<file path="src/rtl/vczc_pkg.sv">
`default_nettype none

package vczc_pkg;

  // default build of the block
  localparam int WINDOW_LENGTH_DEF = 20;
  localparam int SAMPLE_BITS_DEF   = 10;

  // configuration port
  localparam int CFG_IDX_W  = 3;
  localparam int CFG_DATA_W = 10;

  // register widths
  localparam int LEVEL_W = 9;
  localparam int GAP_W   = 10;
  localparam int COUNT_W = 10;

  localparam logic [COUNT_W-1:0] COUNT_MAX = {COUNT_W{1'b1}};

  // register reset values
  localparam int LEVEL_RESET          = 30;
  localparam logic [GAP_W-1:0]   GAP_RESET      = GAP_W'(200);
  localparam logic [COUNT_W-1:0] BAND_ONE_LO    = COUNT_W'(160);
  localparam logic [COUNT_W-1:0] BAND_ONE_HI    = COUNT_W'(250);
  localparam logic [COUNT_W-1:0] BAND_TWO_LO    = COUNT_W'(57);
  localparam logic [COUNT_W-1:0] BAND_TWO_HI    = COUNT_W'(97);
  localparam logic [COUNT_W-1:0] BAND_THREE_LO  = COUNT_W'(100);
  localparam logic [COUNT_W-1:0] BAND_THREE_HI  = COUNT_W'(150);

  typedef enum logic [CFG_IDX_W-1:0] {
    REG_LEVEL_THRESHOLD = 3'd0,
    REG_GAP_LIMIT       = 3'd1,
    REG_BAND_ONE_LOW    = 3'd2,
    REG_BAND_ONE_HIGH   = 3'd3,
    REG_BAND_TWO_LOW    = 3'd4,
    REG_BAND_TWO_HIGH   = 3'd5,
    REG_BAND_THREE_LOW  = 3'd6,
    REG_BAND_THREE_HIGH = 3'd7
  } reg_idx_t;

  typedef enum logic [1:0] {
    CMD_NONE  = 2'd0,
    CMD_ONE   = 2'd1,
    CMD_TWO   = 2'd2,
    CMD_THREE = 2'd3
  } cmd_t;

  // registers seen by the clip controller
  typedef struct packed {
    logic [GAP_W-1:0]   gap_limit;
    logic [COUNT_W-1:0] band_one_low;
    logic [COUNT_W-1:0] band_one_high;
    logic [COUNT_W-1:0] band_two_low;
    logic [COUNT_W-1:0] band_two_high;
    logic [COUNT_W-1:0] band_three_low;
    logic [COUNT_W-1:0] band_three_high;
  } ctrl_regs_t;

  // one result beat
  typedef struct packed {
    logic               clip_active;
    cmd_t               command_code;
    logic [COUNT_W-1:0] crossing_total;
  } result_t;

endpackage

`default_nettype wire

</file>
<file path="src/rtl/vczc_cell.sv">
`default_nettype none

module vczc_cell import vczc_pkg::*; #(
  parameter int MAG_W = SAMPLE_BITS_DEF
) (
  input  wire logic             clk,
  input  wire logic             rst_n,
  input  wire logic             shift_en,
  input  wire logic             clear,
  input  wire logic [MAG_W-1:0] mag_in,
  output logic      [MAG_W-1:0] mag_out
);

  logic [MAG_W-1:0] mag_r;

  // clear wins over a shift on the same edge
  always_ff @(posedge clk) begin
    if (!rst_n || clear) begin
      mag_r <= '0;
    end else if (shift_en) begin
      mag_r <= mag_in;
    end
  end

  assign mag_out = mag_r;

endmodule

`default_nettype wire

</file>
<file path="src/rtl/vczc_ctrl.sv">
`default_nettype none

module vczc_ctrl import vczc_pkg::*; (
  input  wire logic       clk,
  input  wire logic       rst_n,
  input  wire logic       accept,
  input  wire logic       voiced,
  input  wire logic       cur_pos,
  input  wire logic       cur_neg,
  input  wire ctrl_regs_t regs,
  output logic            clear_all,
  output result_t         result
);

  logic               in_clip_r, in_clip_nxt;
  logic [GAP_W-1:0]   quiet_run_r, quiet_run_nxt;
  logic [COUNT_W-1:0] count_r, count_nxt;
  logic               prev_pos_r, prev_pos_nxt;
  logic               prev_neg_r, prev_neg_nxt;

  logic               change;
  logic [COUNT_W-1:0] count_inc;
  logic [GAP_W:0]     quiet_inc;
  logic               hit_one, hit_two, hit_three;
  cmd_t               cmd;

  assign change    = (cur_pos && prev_neg_r) || (cur_neg && prev_pos_r);
  assign count_inc = (change && count_r != COUNT_MAX) ? count_r + COUNT_W'(1) : count_r;
  assign quiet_inc = {1'b0, quiet_run_r} + (GAP_W+1)'(1);

  assign hit_one   = count_r > regs.band_one_low   && count_r < regs.band_one_high;
  assign hit_two   = count_r > regs.band_two_low   && count_r < regs.band_two_high;
  assign hit_three = count_r > regs.band_three_low && count_r < regs.band_three_high;

  always_comb begin
    in_clip_nxt   = in_clip_r;
    quiet_run_nxt = quiet_run_r;
    count_nxt     = count_r;
    prev_pos_nxt  = prev_pos_r;
    prev_neg_nxt  = prev_neg_r;
    cmd           = CMD_NONE;
    clear_all     = 1'b0;

    if (voiced || in_clip_r) begin
      // count the crossing, then track the clip
      count_nxt    = count_inc;
      prev_pos_nxt = cur_pos;
      prev_neg_nxt = cur_neg;
      if (voiced) begin
        in_clip_nxt   = 1'b1;
        quiet_run_nxt = '0;
      end else if (quiet_inc > {1'b0, regs.gap_limit}) begin
        in_clip_nxt   = 1'b0;
        quiet_run_nxt = '0;
      end else begin
        quiet_run_nxt = quiet_inc[GAP_W-1:0];
      end
    end else begin
      // quiet outside a clip: classify the finished count
      if (hit_one) begin
        cmd = CMD_ONE;
      end else if (hit_two) begin
        cmd = CMD_TWO;
      end else if (hit_three) begin
        cmd = CMD_THREE;
      end
      if (cmd != CMD_NONE) begin
        clear_all = accept;
        prev_pos_nxt = 1'b0;
        prev_neg_nxt = 1'b0;
      end
      count_nxt = '0;
    end

    result.clip_active    = in_clip_nxt;
    result.command_code   = cmd;
    result.crossing_total = (cmd != CMD_NONE) ? count_r : count_nxt;
  end

  always_ff @(posedge clk) begin
    if (!rst_n) begin
      in_clip_r   <= 1'b0;
      quiet_run_r <= '0;
      count_r     <= '0;
      prev_pos_r  <= 1'b0;
      prev_neg_r  <= 1'b0;
    end else if (accept) begin
      in_clip_r   <= in_clip_nxt;
      quiet_run_r <= quiet_run_nxt;
      count_r     <= count_nxt;
      prev_pos_r  <= prev_pos_nxt;
      prev_neg_r  <= prev_neg_nxt;
    end
  end

endmodule

`default_nettype wire

</file>
<file path="src/rtl/vczc_out_buf.sv">
`default_nettype none

module vczc_out_buf import vczc_pkg::*; (
  input  wire logic    clk,
  input  wire logic    rst_n,
  input  wire logic    load,
  input  wire result_t load_data,
  input  wire logic    out_stall,
  output logic         full,
  output logic         out_valid,
  output result_t      out_data
);

  logic    out_valid_r;
  logic    skid_valid_r;
  result_t out_data_r;
  result_t skid_data_r;
  logic    out_free;

  // output register can take a new beat
  assign out_free = !out_valid_r || !out_stall;

  always_ff @(posedge clk) begin
    if (!rst_n) begin
      out_valid_r  <= 1'b0;
      skid_valid_r <= 1'b0;
    end else if (out_free) begin
      out_valid_r  <= skid_valid_r || load;
      skid_valid_r <= 1'b0;
    end else if (load) begin
      skid_valid_r <= 1'b1;
    end
  end

  always_ff @(posedge clk) begin
    if (out_free) begin
      out_data_r <= skid_valid_r ? skid_data_r : load_data;
    end else if (load) begin
      skid_data_r <= load_data;
    end
  end

  assign full      = skid_valid_r;
  assign out_valid = out_valid_r;
  assign out_data  = out_data_r;

endmodule

`default_nettype wire

</file>
<file path="src/rtl/voice_clip_zero_cross_classifier.sv">
`default_nettype none

// a result beat is registered in the output stage, or its skid entry, as its sample
// is taken; throughput: one sample per cycle while in_stall is low; the window sum,
// threshold compare and clip controller all settle in the accepting cycle, and a
// two-entry output stage keeps taking samples while one result waits under out_stall
// reset (rst_n low at a clock edge): window, sum, clip state and output stage clear,
// registers return to their default values
module voice_clip_zero_cross_classifier import vczc_pkg::*; #(
  parameter int WINDOW_LENGTH = WINDOW_LENGTH_DEF,
  parameter int SAMPLE_BITS   = SAMPLE_BITS_DEF
) (
  input  wire logic                   clk,
  input  wire logic                   rst_n,
  // sample channel
  input  wire logic                   in_valid,
  output logic                        in_stall,
  input  wire logic [SAMPLE_BITS-1:0] in_sample_value,
  // result channel
  output logic                        out_valid,
  input  wire logic                   out_stall,
  output logic                        out_clip_active,
  output logic [1:0]                  out_command_code,
  output logic [COUNT_W-1:0]          out_crossing_total,
  // register writes
  input  wire logic                   cfg_valid,
  output logic                        cfg_ready,
  input  wire logic [CFG_IDX_W-1:0]   cfg_index,
  input  wire logic [CFG_DATA_W-1:0]  cfg_data
);

  // magnitude reaches 2^(SAMPLE_BITS-1), so it needs the full sample width
  localparam int MAG_W = SAMPLE_BITS;
  localparam int SUM_W = MAG_W + $clog2(WINDOW_LENGTH);
  // scaled threshold (level + 1) * WINDOW_LENGTH
  localparam int THR_W = LEVEL_W + 1 + $clog2(WINDOW_LENGTH);
  localparam int CMP_W = (SUM_W > THR_W) ? SUM_W : THR_W;
  localparam logic [THR_W-1:0] THR_RESET = THR_W'((LEVEL_RESET + 1) * WINDOW_LENGTH);

  // ---------------------------------------------------------------------------
  // registers
  // floor(sum / N) > level  is the same as  sum >= (level + 1) * N, so the
  // level register is kept pre-scaled and no divider sits in the sample path
  // ---------------------------------------------------------------------------
  logic [THR_W-1:0] thr_scaled_r;
  ctrl_regs_t       regs_r;
  logic             cfg_write;

  assign cfg_ready = 1'b1;
  assign cfg_write = cfg_valid && cfg_ready;

  always_ff @(posedge clk) begin
    if (!rst_n) begin
      thr_scaled_r           <= THR_RESET;
      regs_r.gap_limit       <= GAP_RESET;
      regs_r.band_one_low    <= BAND_ONE_LO;
      regs_r.band_one_high   <= BAND_ONE_HI;
      regs_r.band_two_low    <= BAND_TWO_LO;
      regs_r.band_two_high   <= BAND_TWO_HI;
      regs_r.band_three_low  <= BAND_THREE_LO;
      regs_r.band_three_high <= BAND_THREE_HI;
    end else if (cfg_write) begin
      case (reg_idx_t'(cfg_index))
        REG_LEVEL_THRESHOLD: begin
          thr_scaled_r <= THR_W'((THR_W'(cfg_data[LEVEL_W-1:0]) + THR_W'(1))
                                 * THR_W'(WINDOW_LENGTH));
        end
        REG_GAP_LIMIT:       regs_r.gap_limit       <= cfg_data[GAP_W-1:0];
        REG_BAND_ONE_LOW:    regs_r.band_one_low    <= cfg_data[COUNT_W-1:0];
        REG_BAND_ONE_HIGH:   regs_r.band_one_high   <= cfg_data[COUNT_W-1:0];
        REG_BAND_TWO_LOW:    regs_r.band_two_low    <= cfg_data[COUNT_W-1:0];
        REG_BAND_TWO_HIGH:   regs_r.band_two_high   <= cfg_data[COUNT_W-1:0];
        REG_BAND_THREE_LOW:  regs_r.band_three_low  <= cfg_data[COUNT_W-1:0];
        REG_BAND_THREE_HIGH: regs_r.band_three_high <= cfg_data[COUNT_W-1:0];
        default: ;
      endcase
    end
  end

  // ---------------------------------------------------------------------------
  // sample front end: centre about mid-scale, magnitude and sign
  // ---------------------------------------------------------------------------
  logic             accept;
  logic             buf_full;
  logic [MAG_W-1:0] mag;
  logic             cur_pos;
  logic             cur_neg;

  assign in_stall = buf_full;
  assign accept   = in_valid && !in_stall;

  // upper half: sample - mid is just the low bits; lower half: mid - sample
  assign mag = in_sample_value[SAMPLE_BITS-1]
             ? {1'b0, in_sample_value[SAMPLE_BITS-2:0]}
             : MAG_W'({1'b1, {(SAMPLE_BITS-1){1'b0}}} - in_sample_value);
  assign cur_pos = in_sample_value[SAMPLE_BITS-1] && (|in_sample_value[SAMPLE_BITS-2:0]);
  assign cur_neg = !in_sample_value[SAMPLE_BITS-1];

  // ---------------------------------------------------------------------------
  // magnitude window: a shift chain of cells, the last one is the oldest entry
  // ---------------------------------------------------------------------------
  logic [MAG_W-1:0] chain [WINDOW_LENGTH+1];
  logic             clear_all;

  assign chain[0] = mag;

  for (genvar g = 0; g < WINDOW_LENGTH; g++) begin : g_cell
    vczc_cell #(
      .MAG_W (MAG_W)
    ) u_cell (
      .clk      (clk),
      .rst_n    (rst_n),
      .shift_en (accept),
      .clear    (clear_all),
      .mag_in   (chain[g]),
      .mag_out  (chain[g+1])
    );
  end

  // running sum: add the new magnitude, drop the one leaving the window
  logic [SUM_W-1:0] sum_r;
  logic [SUM_W-1:0] sum_calc;
  logic             voiced;

  assign sum_calc = sum_r + SUM_W'(mag) - SUM_W'(chain[WINDOW_LENGTH]);
  assign voiced   = CMP_W'(sum_calc) >= CMP_W'(thr_scaled_r);

  always_ff @(posedge clk) begin
    if (!rst_n || clear_all) begin
      sum_r <= '0;
    end else if (accept) begin
      sum_r <= sum_calc;
    end
  end

  // ---------------------------------------------------------------------------
  // clip tracking, crossing count and band match
  // ---------------------------------------------------------------------------
  result_t result;

  vczc_ctrl u_ctrl (
    .clk       (clk),
    .rst_n     (rst_n),
    .accept    (accept),
    .voiced    (voiced),
    .cur_pos   (cur_pos),
    .cur_neg   (cur_neg),
    .regs      (regs_r),
    .clear_all (clear_all),
    .result    (result)
  );

  // ---------------------------------------------------------------------------
  // output register with skid entry; stall back to the sample side only when
  // both hold a beat
  // ---------------------------------------------------------------------------
  result_t out_data;

  vczc_out_buf u_out_buf (
    .clk       (clk),
    .rst_n     (rst_n),
    .load      (accept),
    .load_data (result),
    .out_stall (out_stall),
    .full      (buf_full),
    .out_valid (out_valid),
    .out_data  (out_data)
  );

  assign out_clip_active    = out_data.clip_active;
  assign out_command_code   = out_data.command_code;
  assign out_crossing_total = out_data.crossing_total;

endmodule

`default_nettype wire

</file>
<file path="config.mk">
export PLATFORM = sky130hd
export DESIGN_NAME = voice_clip_zero_cross_classifier
export DESIGN_NICKNAME = d
export VERILOG_FILES = /design/src/rtl/vczc_pkg.sv /design/src/rtl/vczc_cell.sv /design/src/rtl/vczc_ctrl.sv /design/src/rtl/vczc_out_buf.sv /design/src/rtl/voice_clip_zero_cross_classifier.sv
export SDC_FILE = /design/constraint.sdc
export NUM_CORES = 1
export LEC_CHECK = 0
export BUFFER_PORTS_ARGS = -buffer_cell sky130_fd_sc_hd__buf_2
export CAP_MARGIN = 20
export CORE_MARGIN = 1
export CORE_UTILIZATION = 40
export CTS_BUF_LIST = sky130_fd_sc_hd__clkbuf_8
export DETAILED_ROUTE_END_ITERATION = 10
export PLACE_DENSITY = 0.59
export RECOVER_POWER = 100
export SYNTH_ARGS = -nofsm -noshare
export SYNTH_HDL_FRONTEND = slang
export SYNTH_SLANG_ARGS = --single-unit
</file>
<file path="constraint.sdc">
create_clock -name clk -period 9.98 [get_ports clk]
set_input_delay 1.497 -clock clk [delete_from_list [all_inputs] [get_ports clk]]
set_output_delay 1.497 -clock clk [all_outputs]
set_load 0.03 [all_outputs]
</file>
==> results.sh, run 1 <==
export IMPL_run_status="finished with violations"
export IMPL_failing_checks="max-capacitance violations, max-slew violations"
export IMPL_netlist_top_cell_by_area="sky130_fd_sc_hd__dfxtp_1"
export IMPL_post_synth_instance_area_sq_um=16280
export IMPL_drt_first_iter_violations=825
export IMPL_cts_reportedPaths_clkPinSlew_ns=0.06
export IMPL_grt_use_total_pct=18.27
export IMPL_grt_start_max_net_pins=216
export IMPL_tritoncts="done"
export IMPL_yosysWarnings=0
export IMPL_cts_hold_buffers=0
export IMPL_grt_remaining_overflow=0
export IMPL_yosys_area_share_simple_pct=19.34
export IMPL_finalWorstPathRequiredPeriod_ns=7.338
export IMPL_synth_xor_area_share_pct=2.153
export IMPL_avgViaCountPerCell=5.141
export IMPL_arrival_ns=7.83
export IMPL_cp_buffers_inverters=4
export IMPL_buffer_ports_inserted=42
export IMPL_drtAntennaViolNets=0
export IMPL_io_pin_count=44
export IMPL_num_fill_cells=3984
export IMPL_multi_input_area_sq_um=8087
export IMPL_cts_resized=0
export IMPL_place_hpwl_um=23470
export IMPL_drcViolationCount=0
export IMPL_synth_top_cell_area_share_pct=39.73
export IMPL_numCtsBuffers=59
export IMPL_cts_root_to_sink_buffers=3
export IMPL_power_per_cell_area_nw_per_um2=210.0
export IMPL_placed_area_sq_um=16770
export IMPL_cts_sinks=349
export IMPL_final_hold_violation_count=0
export IMPL_most_crowded_layer_gr="met2"
export IMPL_dieHeight_um=203.7
export IMPL_crit_path_top_delay_cell="sky130_fd_sc_hd__buf_12"
export IMPL_global_route_usage_met2_pct=29.22
export IMPL_layout_nets=2175
export IMPL_critical_path_peak_fanout=215
export IMPL_cts_setup_buffers=0
export IMPL_timing_setup_tns_ns=0
export IMPL_sw_frac_of_total_pct=33.47
export IMPL_fraction_of_layout_instances_using_a_drive_strength_above_1_pct=5.691
export IMPL_grt_first_pass_wirelength_um=62330
export IMPL_netlist_instances=2015
export IMPL_setup_worst_path_start_class="input pin"
export IMPL_slew_violations=156
export IMPL_floorplan_initialDensity_pct=40.78
export IMPL_setup_violations=0
export IMPL_gp_congestion=0.8493
export IMPL_die_area_sq_um=41500
export IMPL_max_clock_freq_mhz=136.3
export IMPL_vias_in_the_first_global_route=12670
export IMPL_routed_via_count=13270
export IMPL_main_combinational_cell_family_by_area_after_synthesis="simple AND/OR/NAND/NOR gates"
export IMPL_post_synth_mux_area_share_pct=0.8764
export IMPL_placeableCoreArea_sq_um=39910
export IMPL_power_leakage_nw=6.807
export IMPL_clock_insertion_delay_worst_skew_ns=0.66
export IMPL_synthFlopType="sky130_fd_sc_hd__dfxtp_1"
export IMPL_ctsHtreeMaxLevel=2
export IMPL_sequential_to_total_area_share_from_yosys_stat_pct=44.53
export IMPL_worstHoldPathType="reg2reg"
export IMPL_p_sw_mw=1.255
export IMPL_routed_wirelength_um=37340
export IMPL_floorplan_rows=73
export IMPL_mappedNetlistNets=2170
export IMPL_vdd_ir_drop_max_v=0.0001567
export IMPL_worst_path_most_repeated_cell="sky130_fd_sc_hd__ha_1"
export IMPL_slew_headroom_pct=-114.7
export IMPL_cap_violations=3
export IMPL_wl_per_cell_um=14.47
export IMPL_final_area_sq_um=17850
export IMPL_critPathCaptureType="flop"
export IMPL_synth_unique_cells=62
export IMPL_power_frac_comb_pct=27.7
export IMPL_path_class="in2reg"
export IMPL_post_synth_fa_ha_maj_area_fraction_pct=10.27
export IMPL_dr_pass1_iters=5
export IMPL_postSynthRegisterBits=349
export IMPL_synthTopCellsByArea="sky130_fd_sc_hd__dfxtp_1 40%, sky130_fd_sc_hd__nand2_1 14%, sky130_fd_sc_hd__a21oi_1 9.8%"
export IMPL_seq_power_share_pct=40.1
export IMPL_internal_power_mw=2.494
export IMPL_grt_antenna_before_repair=0
export IMPL_use_met1_pct=24.54
export IMPL_cp_data_required_time_ns=10.47
export IMPL_unrepaired_setup_endpoints_after_global_routing="no"
export IMPL_number_of_antenna_cells_inserted=0
export IMPL_slowest_delay_ns=0.60
export IMPL_cts_root_buffer_cell="sky130_fd_sc_hd__clkbuf_8"
export IMPL_p_total_mw=3.749
export IMPL_synthArstFlopShare_pct=0
export IMPL_floorplan_die_width_um=203.7
export IMPL_grt_util_met3_pct=3.004
export IMPL_synth_compound_area_share_pct=17.04
export IMPL_synthesis_area_per_instance_sq_um=8.077
export IMPL_areaGrowthSynthToFinish_pct=9.679
export IMPL_timing_clock_skew_ns=0.05268
export IMPL_final_min_period_over_clock_period_pct=73.53
export IMPL_tightest_slew_ns=3.220
export IMPL_critical_path_top_delay_family="compound AO/OA/AOI/OAI gates"
export IMPL_register_area_sq_um=7247
export IMPL_p_clk_share_pct=32.2
export IMPL_number_of_flops_mapped_to_enable_cells_by_yosys=26
==> layout make-up <==
type,count,share of cell area (%)
repair buffers,56,1.738
inverters,122,2.565
well taps,525,3.680
clock inverters,30,0.9532
flip-flops and latches,349,40.60
multi-input cells,1432,45.30
clock buffers,67,5.166
==> through the flow <==
step	setup WS, ns	hold WS, ns	util [%]	std cells
3_5_place_dp	2.292	0.4422	42.02	2481
5_1_grt	2.122	0.4405	44.72	2581
2_1_floorplan	3.539	0.4313	-	2015
3_3_place_gp	2.419	0.4360	42.02	2481
6_report	2.642	0.4362	44.72	2581
4_1_cts	2.975	0.4303	44.76	2578
==> state kept, by name, indices dropped and copies added (netlist names) <==
| name | count |
|---|---|
| u_ctrl.count_r | 10 |
| sum_r | 15 |
| g_cell.u_cell.mag_out | 200 |
| thr_scaled_r | 13 |
| u_ctrl.prev_pos_r | 1 |
| u_out_buf.full | 1 |
| u_ctrl.quiet_run_r | 10 |
| regs_r | 70 |
| u_out_buf.skid_data_r | 13 |
| u_out_buf.out_data | 13 |
| u_out_buf.out_valid | 1 |
| u_ctrl.in_clip_r | 1 |
| u_ctrl.prev_neg_r | 1 |
==> layer usage <==
metal	wire length, um	share of wire (%)
met1	17950	48
met2	16860	45
met3	1652	4.4
met5	0	0
met4	869	2.3
==> cell usage in the layout, fill, tap and decap left out, types with 23 or more instances in the layout <==
cell type,n
sky130_fd_sc_hd__o21ai_0,34
sky130_fd_sc_hd__o211ai_1,36
sky130_fd_sc_hd__inv_1,143
sky130_fd_sc_hd__nand2_1,588
sky130_fd_sc_hd__clkbuf_1,26
sky130_fd_sc_hd__nor2_1,62
sky130_fd_sc_hd__buf_2,23
sky130_fd_sc_hd__edfxtp_1,26
sky130_fd_sc_hd__nand3_1,39
sky130_fd_sc_hd__dfxtp_1,323
sky130_fd_sc_hd__ha_1,116
sky130_fd_sc_hd__a21oi_1,319
sky130_fd_sc_hd__clkbuf_8,67
sky130_fd_sc_hd__xnor2_1,28
==> synth_stat cells (3+ instances only) <==
master                     number
sky130_fd_sc_hd__nand2_1      588
sky130_fd_sc_hd__dfxtp_1      323
sky130_fd_sc_hd__a21oi_1      319
sky130_fd_sc_hd__inv_1        121
sky130_fd_sc_hd__ha_1         116
sky130_fd_sc_hd__clkbuf_1      84
sky130_fd_sc_hd__nor2_1        62
sky130_fd_sc_hd__nand3_1       39
sky130_fd_sc_hd__o211ai_1      36
sky130_fd_sc_hd__o21ai_0       33
sky130_fd_sc_hd__xnor2_1       28
sky130_fd_sc_hd__edfxtp_1      26
sky130_fd_sc_hd__a211oi_1      18
sky130_fd_sc_hd__a21o_1        18
sky130_fd_sc_hd__nor3_1        18
sky130_fd_sc_hd__nor2b_1       15
sky130_fd_sc_hd__a31oi_1       12
sky130_fd_sc_hd__buf_4         12
sky130_fd_sc_hd__xor2_1        12
sky130_fd_sc_hd__fa_1          11
sky130_fd_sc_hd__buf_2         10
sky130_fd_sc_hd__mux2_2        10
sky130_fd_sc_hd__and3_1         9
sky130_fd_sc_hd__a22o_1         8
sky130_fd_sc_hd__nand2b_1       8
sky130_fd_sc_hd__and4_1         7
sky130_fd_sc_hd__nand4_1        6
sky130_fd_sc_hd__a21boi_0       4
sky130_fd_sc_hd__a311oi_1       4
sky130_fd_sc_hd__buf_1          4
sky130_fd_sc_hd__nor4_1         4
sky130_fd_sc_hd__a22oi_1        3
sky130_fd_sc_hd__and2_1         3
sky130_fd_sc_hd__mux2i_1        3
sky130_fd_sc_hd__nor3b_1        3
sky130_fd_sc_hd__o21a_1         3
sky130_fd_sc_hd__or2_2          3
==> worst reg2reg max path: cells and delay by family (launching register included) <==
family          cells  cell delay (ns)
compound gates      8             2.54
fa+ha+maj           3             1.30
simple gates        3             0.71
buf+inv             2             0.67
flops               1             0.34
mux                 1             0.22
xor+xnor            1             0.14
==> path summary, 6_finish.rpt <==
check / slack (ns) / cells after the start / start / to
max: 2.64 / 25 / in_sample_value[0] / g_cell[0].u_cell.mag_out[3]$_SDFFE_PP0P_
min: 0.44 / 2 / g_cell[11].u_cell.mag_out[6]$_SDFFE_PP0P_ / g_cell[12].u_cell.mag_out[6]$_SDFFE_PP0P_
max reg2reg: 3.92 / 18 / g_cell[19].u_cell.mag_out[1]$_SDFFE_PP0P_ / g_cell[0].u_cell.mag_out[3]$_SDFFE_PP0P_
min reg2reg: 0.44 / 2 / g_cell[11].u_cell.mag_out[6]$_SDFFE_PP0P_ / g_cell[12].u_cell.mag_out[6]$_SDFFE_PP0P_
==> power groups by stage <==
stage / logic (mW) / registers (mW) / clock network (mW)
after floorplan: 0.786 / 1.53 / 0
after global placement: 1.01 / 1.53 / 0
after detailed placement: 1.04 / 1.53 / 0
after CTS: 1.04 / 1.50 / 1.25
after global routing: 1.18 / 1.51 / 1.31
final: 1.04 / 1.50 / 1.21
==> kinds of logic after synthesis <==
group / Yosys count
AND/OR/NAND/NOR: 770
AO/OA/AOI/OAI: 481
flip-flops: 349
buffers and inverters: 234
adder cells (fa/ha/maj): 127
XOR/XNOR: 40
multiplexers: 13
other: 1
Note: power is estimated with default switching activity, not from simulation.
==> run 2, diff against run 1 <==
--- a/config.mk
+++ b/config.mk
@@ -5,6 +5,7 @@
 export SDC_FILE = /design/constraint.sdc
 export NUM_CORES = 1
 export LEC_CHECK = 0
+export ABC_AREA = 1
 export BUFFER_PORTS_ARGS = -buffer_cell sky130_fd_sc_hd__buf_2
 export CAP_MARGIN = 20
 export CORE_MARGIN = 1
==> constraint.sdc (replaced) <==
create_clock -name clk -period 7.5 [get_ports clk]
set_input_delay 1.125 -clock clk [delete_from_list [all_inputs] [get_ports clk]]
set_output_delay 1.125 -clock clk [all_outputs]
set_load 0.03 [all_outputs]
==> results.sh, run 2 <==
export IMPL_run_status="finished with violations"
export IMPL_failing_checks="max-capacitance violations, max-slew violations"
export IMPL_final_area_sq_um=18610
export IMPL_number_of_antenna_cells_inserted=0
export IMPL_synthArstFlopShare_pct=0
export IMPL_clock_insertion_delay_worst_skew_ns=0.66
export IMPL_io_pin_count=44
export IMPL_slew_violations=95
export IMPL_cts_reportedPaths_clkPinSlew_ns=0.06
export IMPL_power_leakage_nw=8.643
export IMPL_grt_use_total_pct=16.49
export IMPL_final_min_period_over_clock_period_pct=81.94
export IMPL_fin_cells=2644
export IMPL_cts_resized=0
export IMPL_synth_unique_cells=43
export IMPL_cts_root_buffer_cell="sky130_fd_sc_hd__clkbuf_8"
export IMPL_max_clock_freq_mhz=162.7
export IMPL_die_area_sq_um=42900
export IMPL_grt_start_max_net_pins=171
export IMPL_synthFlopType="sky130_fd_sc_hd__dfxtp_1"
export IMPL_place_hpwl_um=23210
export IMPL_placed_area_sq_um=17380
export IMPL_synth_top_cell_area_share_pct=38.42
export IMPL_crit_path_start="in_sample_value[0]"
export IMPL_areaGrowthSynthToFinish_pct=10.59
export IMPL_routed_wirelength_um=35300
export IMPL_grt_remaining_overflow=0
export IMPL_sequential_to_total_area_share_from_yosys_stat_pct=43.06
export IMPL_critical_path_peak_fanout=45
export IMPL_numCtsBuffers=59
export IMPL_routed_via_count=12790
export IMPL_critPathCaptureType="flop"
export IMPL_layout_nets=2221
export IMPL_crit_path_top_delay_cell="sky130_fd_sc_hd__clkbuf_2"
export IMPL_synth_cells_most_frequent="323 x sky130_fd_sc_hd__dfxtp_1, 314 x sky130_fd_sc_hd__nand2_1, 306 x sky130_fd_sc_hd__nor2_1"
export IMPL_netlist_top_cell_by_area="sky130_fd_sc_hd__dfxtp_1"
export IMPL_grt_first_pass_wirelength_um=58730
export IMPL_fin_worst_hold_slack_ns=0.4638
export IMPL_timing_clock_skew_ns=0.03958
export IMPL_path_class="in2reg"
export IMPL_vias_in_the_first_global_route=12030
export IMPL_wl_per_cell_um=13.35
export IMPL_most_frequently_used_cell_type_in_the_post_synthesis_netlist="sky130_fd_sc_hd__dfxtp_1"
export IMPL_r2r_start="g_cell[19].u_cell.mag_out[1]$_SDFFE_PP0P_"
export IMPL_finalWorstPathRequiredPeriod_ns=6.145
export IMPL_final_hold_violation_count=0
export IMPL_tightest_slew_ns=3.897
export IMPL_netlist_instances=2041
export IMPL_placeableCoreArea_sq_um=41200
export IMPL_dieHeight_um=207.1
export IMPL_post_synth_instance_area_sq_um=16830
export IMPL_mostFrequentLayoutCells="323 x sky130_fd_sc_hd__dfxtp_1, 314 x sky130_fd_sc_hd__nand2_1, 307 x sky130_fd_sc_hd__nor2_1, 253 x sky130_fd_sc_hd__inv_1, 172 x sky130_fd_sc_hd__mux2i_1"
export IMPL_cts_root_to_sink_buffers=3
export IMPL_cts_sinks=349
export IMPL_placed_cells_incl_taps=2535
export IMPL_cts_hold_buffers=0
export IMPL_worstHoldPathType="reg2reg"
export IMPL_avgViaCountPerCell=4.836
export IMPL_dr_pass1_iters=5
export IMPL_postSynthRegisterBits=349
export IMPL_slew_headroom_pct=-159.8
export IMPL_power_per_cell_area_nw_per_um2=327.0
export IMPL_mappedNetlistNets=2196
export IMPL_cap_violations=1
export IMPL_setup_violations=0
export IMPL_final_common_cell="sky130_fd_sc_hd__dfxtp_1"
export IMPL_floorplan_die_width_um=207.1
export IMPL_setup_worst_path_start_class="input pin"
export IMPL_synthesis_area_per_instance_sq_um=8.246
export IMPL_tritoncts="done"
export IMPL_grt_antenna_before_repair=0
export IMPL_buffer_ports_inserted=42
export IMPL_timing_setup_tns_ns=0
export IMPL_drt_first_iter_violations=635
export IMPL_min_delay_start="regs_r[29]$_SDFFE_PN0P_"
export IMPL_floorplan_initialDensity_pct=40.85
export IMPL_worst_path_most_repeated_cell="sky130_fd_sc_hd__ha_1"
export IMPL_ctsHtreeMaxLevel=2
export IMPL_number_of_flops_mapped_to_enable_cells_by_yosys=26
export IMPL_vdd_ir_drop_max_v=0.0001944
export IMPL_unrepaired_setup_endpoints_after_global_routing="no"
export IMPL_yosysWarnings=0
export IMPL_fraction_of_layout_instances_using_a_drive_strength_above_1_pct=5.966
export IMPL_synthTopCellsByArea="sky130_fd_sc_hd__dfxtp_1 38%, sky130_fd_sc_hd__mux2i_1 10%, sky130_fd_sc_hd__ha_1 8.6%"
export IMPL_flip_flop_count_of_the_largest_register_after_layout=200
export IMPL_cts_setup_buffers=0
export IMPL_drcViolationCount=0
export IMPL_arrival_ns=6.70
export IMPL_cp_data_required_time_ns=8.05
export IMPL_floorplan_rows=74
export IMPL_gp_congestion=0.8429
export IMPL_slowest_delay_ns=0.62
export IMPL_drtAntennaViolNets=0
-- run 2: changes by cell type after synthesis, sizes merged, moves of 14 or more --
cell / previous run / this run
nand3: 39 / 63
xnor2: 28 / 7
nor2: 62 / 308
o21ai: 34 / 139
xor2: 12 / 27
a21oi: 319 / 119
mux2i: 3 / 172
nand2: 588 / 314
a21o: 18 / 4
clkbuf: 86 / 50
inv: 121 / 233
nor2b: 15 / 0
a211oi: 18 / 1
-- run 2: worst max-delay path: cells and delay by family --
family | cells | cell delay (ns)
buf+inv | 5 | 1.46
compound gates | 5 | 1.08
fa+ha+maj | 5 | 1.47
simple gates | 11 | 1.55
-- run 2: through the flow --
step	setup WS, ns	utilization [%]	total power [mW]
after floorplan	2.176	-	3.854
after global placement	1.212	42.18	4.317
after detailed placement	1.065	42.18	4.361
after CTS	1.738	45.23	6.174
after global routing	0.7471	45.17	6.575
final	1.355	45.17	6.086
-- run 2: worst paths after layout --
check                                                            endpoint  slack [ns]  cells past startpoint
worst min-delay path                              regs_r[29]$_SDFFE_PN0P_        0.46                      2
worst max-delay path            g_cell[14].u_cell.mag_out[7]$_SDFFE_PP0P_        1.35                     26
worst max register to register  g_cell[14].u_cell.mag_out[7]$_SDFFE_PP0P_        2.49                     19
worst min register to register                    regs_r[29]$_SDFFE_PN0P_        0.46                      2
-- run 2: logic make-up (layout without fill, tap and decap cells) --
group / after synthesis / count (layout) / synth area share [%]
adders and majority gates: 127 / 127 / 9.932
DFF: 349 / 349 / 43.06
buffers and inverters: 324 / 395 / 7.776
muxes: 172 / 172 / 10.23
and+or+nand+nor: 726 / 726 / 17.30
AOI/OAI and AO/OA: 308 / 308 / 9.910
other: 1 / 1 / 0.02228
xor gates and xnor gates: 34 / 34 / 1.769
-- run 2: where the power goes --
group / internal (mW) / leakage (nW) / total (mW) / switching, mW
Combinational: 0.718 / 5.02 / 2.13 / 1.41
Clock: 0.983 / 0.731 / 1.77 / 0.787
Sequential: 2.08 / 2.89 / 2.19 / 0.108
-- run 2: metal layers --
| layer | global-route usage, % | vias to the layer above | share of wire [%] |
|---|---|---|---|
| met5 | 0 | - | 0 |
| met3 | 3.032 | 57 | 4.5 |
| met1 | 21.98 | 5784 | 49 |
| met2 | 26.43 | 216 | 44 |
| li1 | - | 6730 | - |
| met4 | 6.408 | 0 | 2.5 |
-- run 2: layout make-up --
cell class | instances | area [sq um]
Fill cell | 4072 | 22590
Multi-Input combinational cell | 1368 | 8279
Sequential cell | 349 | 7247
Clock buffer | 76 | 1046
Inverter | 236 | 885.9
Tap cell | 532 | 665.6
Timing Repair Buffer | 52 | 277.8
Clock inverter | 31 | 210.2
==> run 3, diff against run 2 <==
--- a/config.mk
+++ b/config.mk
@@ -12,7 +12,7 @@
 export CORE_UTILIZATION = 40
 export CTS_BUF_LIST = sky130_fd_sc_hd__clkbuf_8
 export DETAILED_ROUTE_END_ITERATION = 10
-export PLACE_DENSITY = 0.59
+export PLACE_DENSITY = 0.61
 export RECOVER_POWER = 100
 export SYNTH_ARGS = -nofsm -noshare
 export SYNTH_HDL_FRONTEND = slang
==> constraint.sdc (replaced) <==
create_clock -name clk -period 5.4 [get_ports clk]
set_input_delay 0.81 -clock clk [delete_from_list [all_inputs] [get_ports clk]]
set_output_delay 0.81 -clock clk [all_outputs]
set_load 0.03 [all_outputs]
==> results.sh, run 3 (synthesis results as in run 2) <==
export IMPL_io_pin_count=44
export IMPL_timing_clock_skew_ns=0.04923
export IMPL_cp_data_required_time_ns=5.93
export IMPL_gp_congestion=0.8704
export IMPL_ctsHtreeMaxLevel=2
export IMPL_avgViaCountPerCell=4.827
export IMPL_cts_root_to_sink_buffers=3
export IMPL_wl_per_cell_um=13.14
export IMPL_fraction_of_layout_instances_using_a_drive_strength_above_1_pct=8.895
export IMPL_numCtsBuffers=59
export IMPL_die_area_sq_um=42900
export IMPL_grt_use_total_pct=16.76
export IMPL_tightest_slew_ns=2.811
export IMPL_register_area_sq_um=7247
export IMPL_setup_worst_path_start_class="input pin"
export IMPL_vias_in_the_first_global_route=12260
export IMPL_power_per_cell_area_nw_per_um2=465.3
export IMPL_dr_pass1_iters=6
export IMPL_routed_wirelength_um=35640
export IMPL_floorplan_die_width_um=207.1
export IMPL_final_hold_violation_count=0
export IMPL_drt_first_iter_violations=650
export IMPL_cap_violations=1
export IMPL_place_hpwl_um=24690
export IMPL_grt_start_max_net_pins=73
export IMPL_setup_violations=0
export IMPL_cts_setup_buffers=0
export IMPL_areaGrowthSynthToFinish_pct=13.75
export IMPL_floorplan_initialDensity_pct=40.85
export IMPL_tritoncts="done"
export IMPL_slew_violations=73
export IMPL_timing_setup_tns_ns=0
export IMPL_p_total_mw=8.908
export IMPL_num_fill_cells=4020
export IMPL_path_class="in2reg"
export IMPL_floorplan_rows=74
export IMPL_slew_headroom_pct=-87.39
export IMPL_buffer_ports_inserted=42
export IMPL_placeableCoreArea_sq_um=41200
export IMPL_worstHoldPathType="in2reg"
export IMPL_drcViolationCount=0
export IMPL_crit_path_top_delay_cell="sky130_fd_sc_hd__fa_1"
export IMPL_power_leakage_nw=8.939
export IMPL_number_of_antenna_cells_inserted=0
export IMPL_multi_input_area_sq_um=8282
export IMPL_routed_via_count=13100
export IMPL_vdd_ir_drop_max_v=0.0002681
export IMPL_clock_insertion_delay_worst_skew_ns=0.68
export IMPL_grt_remaining_overflow=0
export IMPL_final_area_sq_um=19140
export IMPL_final_min_period_over_clock_period_pct=92.57
export IMPL_max_clock_freq_mhz=200.1
export IMPL_arrival_ns=5.53
export IMPL_flip_flop_count_of_the_largest_register_after_layout=200
export IMPL_final_common_cell="sky130_fd_sc_hd__dfxtp_1"
export IMPL_placed_cells_incl_taps=2604
export IMPL_run_status="finished with violations"
export IMPL_finalWorstPathRequiredPeriod_ns=4.999
export IMPL_fin_cells=2713
export IMPL_slowest_delay_ns=0.40
export IMPL_layout_nets=2290
export IMPL_cts_sinks=349
export IMPL_critPathCaptureType="flop"
export IMPL_cts_reportedPaths_clkPinSlew_ns=0.06
export IMPL_unrepaired_setup_endpoints_after_global_routing="no"
export IMPL_drtAntennaViolNets=0
export IMPL_failing_checks="max-capacitance violations, max-slew violations"
export IMPL_placed_area_sq_um=18040
export IMPL_cts_root_buffer_cell="sky130_fd_sc_hd__clkbuf_8"
export IMPL_dieHeight_um=207.1
export IMPL_worst_path_most_repeated_cell="sky130_fd_sc_hd__ha_1"
export IMPL_critical_path_peak_fanout=34
export IMPL_mostFrequentLayoutCells="323 x sky130_fd_sc_hd__dfxtp_1, 314 x sky130_fd_sc_hd__nand2_1, 306 x sky130_fd_sc_hd__nor2_1, 250 x sky130_fd_sc_hd__inv_1, 172 x sky130_fd_sc_hd__mux2i_1"
export IMPL_grt_first_pass_wirelength_um=59750
export IMPL_grt_antenna_before_repair=0
-- run 3: cell types whose count changed in the layout (fill, tap and decap cells not counted), sizes merged --
cell	previous run	this run
clkinv	7	8
inv	258	254
clkbuf	95	101
bufinv	2	0
buf	33	98
clkinvlp	0	3
-- run 3: stage by stage --
stage | utilization [%] | worst slack, ns | hold WS (ns)
floorplan | - | 0.3909 | 0.4353
CTS | 46.75 | 0.2612 | 0.3892
global route | 46.46 | 0.02075 | 0.4065
global placement | 43.77 | -0.3166 | 0.4523
finish | 46.46 | 0.4012 | 0.4322
detailed placement | 43.77 | -0.4061 | 0.4579
-- run 3: worst paths after layout --
path,start,endpoint,slack [ns],depth (start not counted)
max reg2reg,g_cell[19].u_cell.mag_out[1]$_SDFFE_PP0P_,g_cell[0].u_cell.mag_out[9]$_SDFFE_PP0P_,1.05,23
max,in_sample_value[0],g_cell[12].u_cell.mag_out[6]$_SDFFE_PP0P_,0.40,30
min,cfg_data[0],thr_scaled_r[2]$_SDFFE_PN1P_,0.43,2
min reg2reg,regs_r[6]$_SDFFE_PN0P_,regs_r[6]$_SDFFE_PN0P_,0.46,2
-- run 3: layout make-up --
class	instances	share of cell area, %
clock buffer	78	5.608
clock inverter	29	0.7908
inverter	236	4.627
multi-input combinational	1368	43.26
sequential	349	37.86
tap	532	3.477
timing repair buffer	121	4.379
-- run 3: layer usage --
| metal | vias to the layer above | GRT usage, % | part of all wire (%) |
|---|---|---|---|
| li1 | 6872 | - | - |
| met1 | 5941 | 21.70 | 48 |
| met2 | 218 | 27.78 | 45 |
| met3 | 66 | 3.153 | 4.5 |
| met4 | 0 | 6.047 | 2.3 |
| met5 | - | 0 | 0 |
-- run 3: timing repair --
| item | in CTS | in global routing |
|---|---|---|
| endpoints found under the hold margin | 0 | 0 |
| gates resized for setup | 0 | 1 |
| hold buffers | 0 | 0 |
| endpoints found under the setup margin | 0 | 21 |
-- run 3: worst max-delay path, delay by kind of cell --
kind                     cells  cell delay [ns]
AO/OA/AOI/OAI                5             0.79
adder cells (fa/ha/maj)      5             1.36
buffers and inverters        8             1.20
AND/OR/NAND/NOR             12             1.37
-- run 3: where the power goes --
part	internal [mW]	switching [mW]
Sequential	2.89	0.151
Combinational	1.42	2.06
Clock	1.30	1.09
Total	5.60	3.31
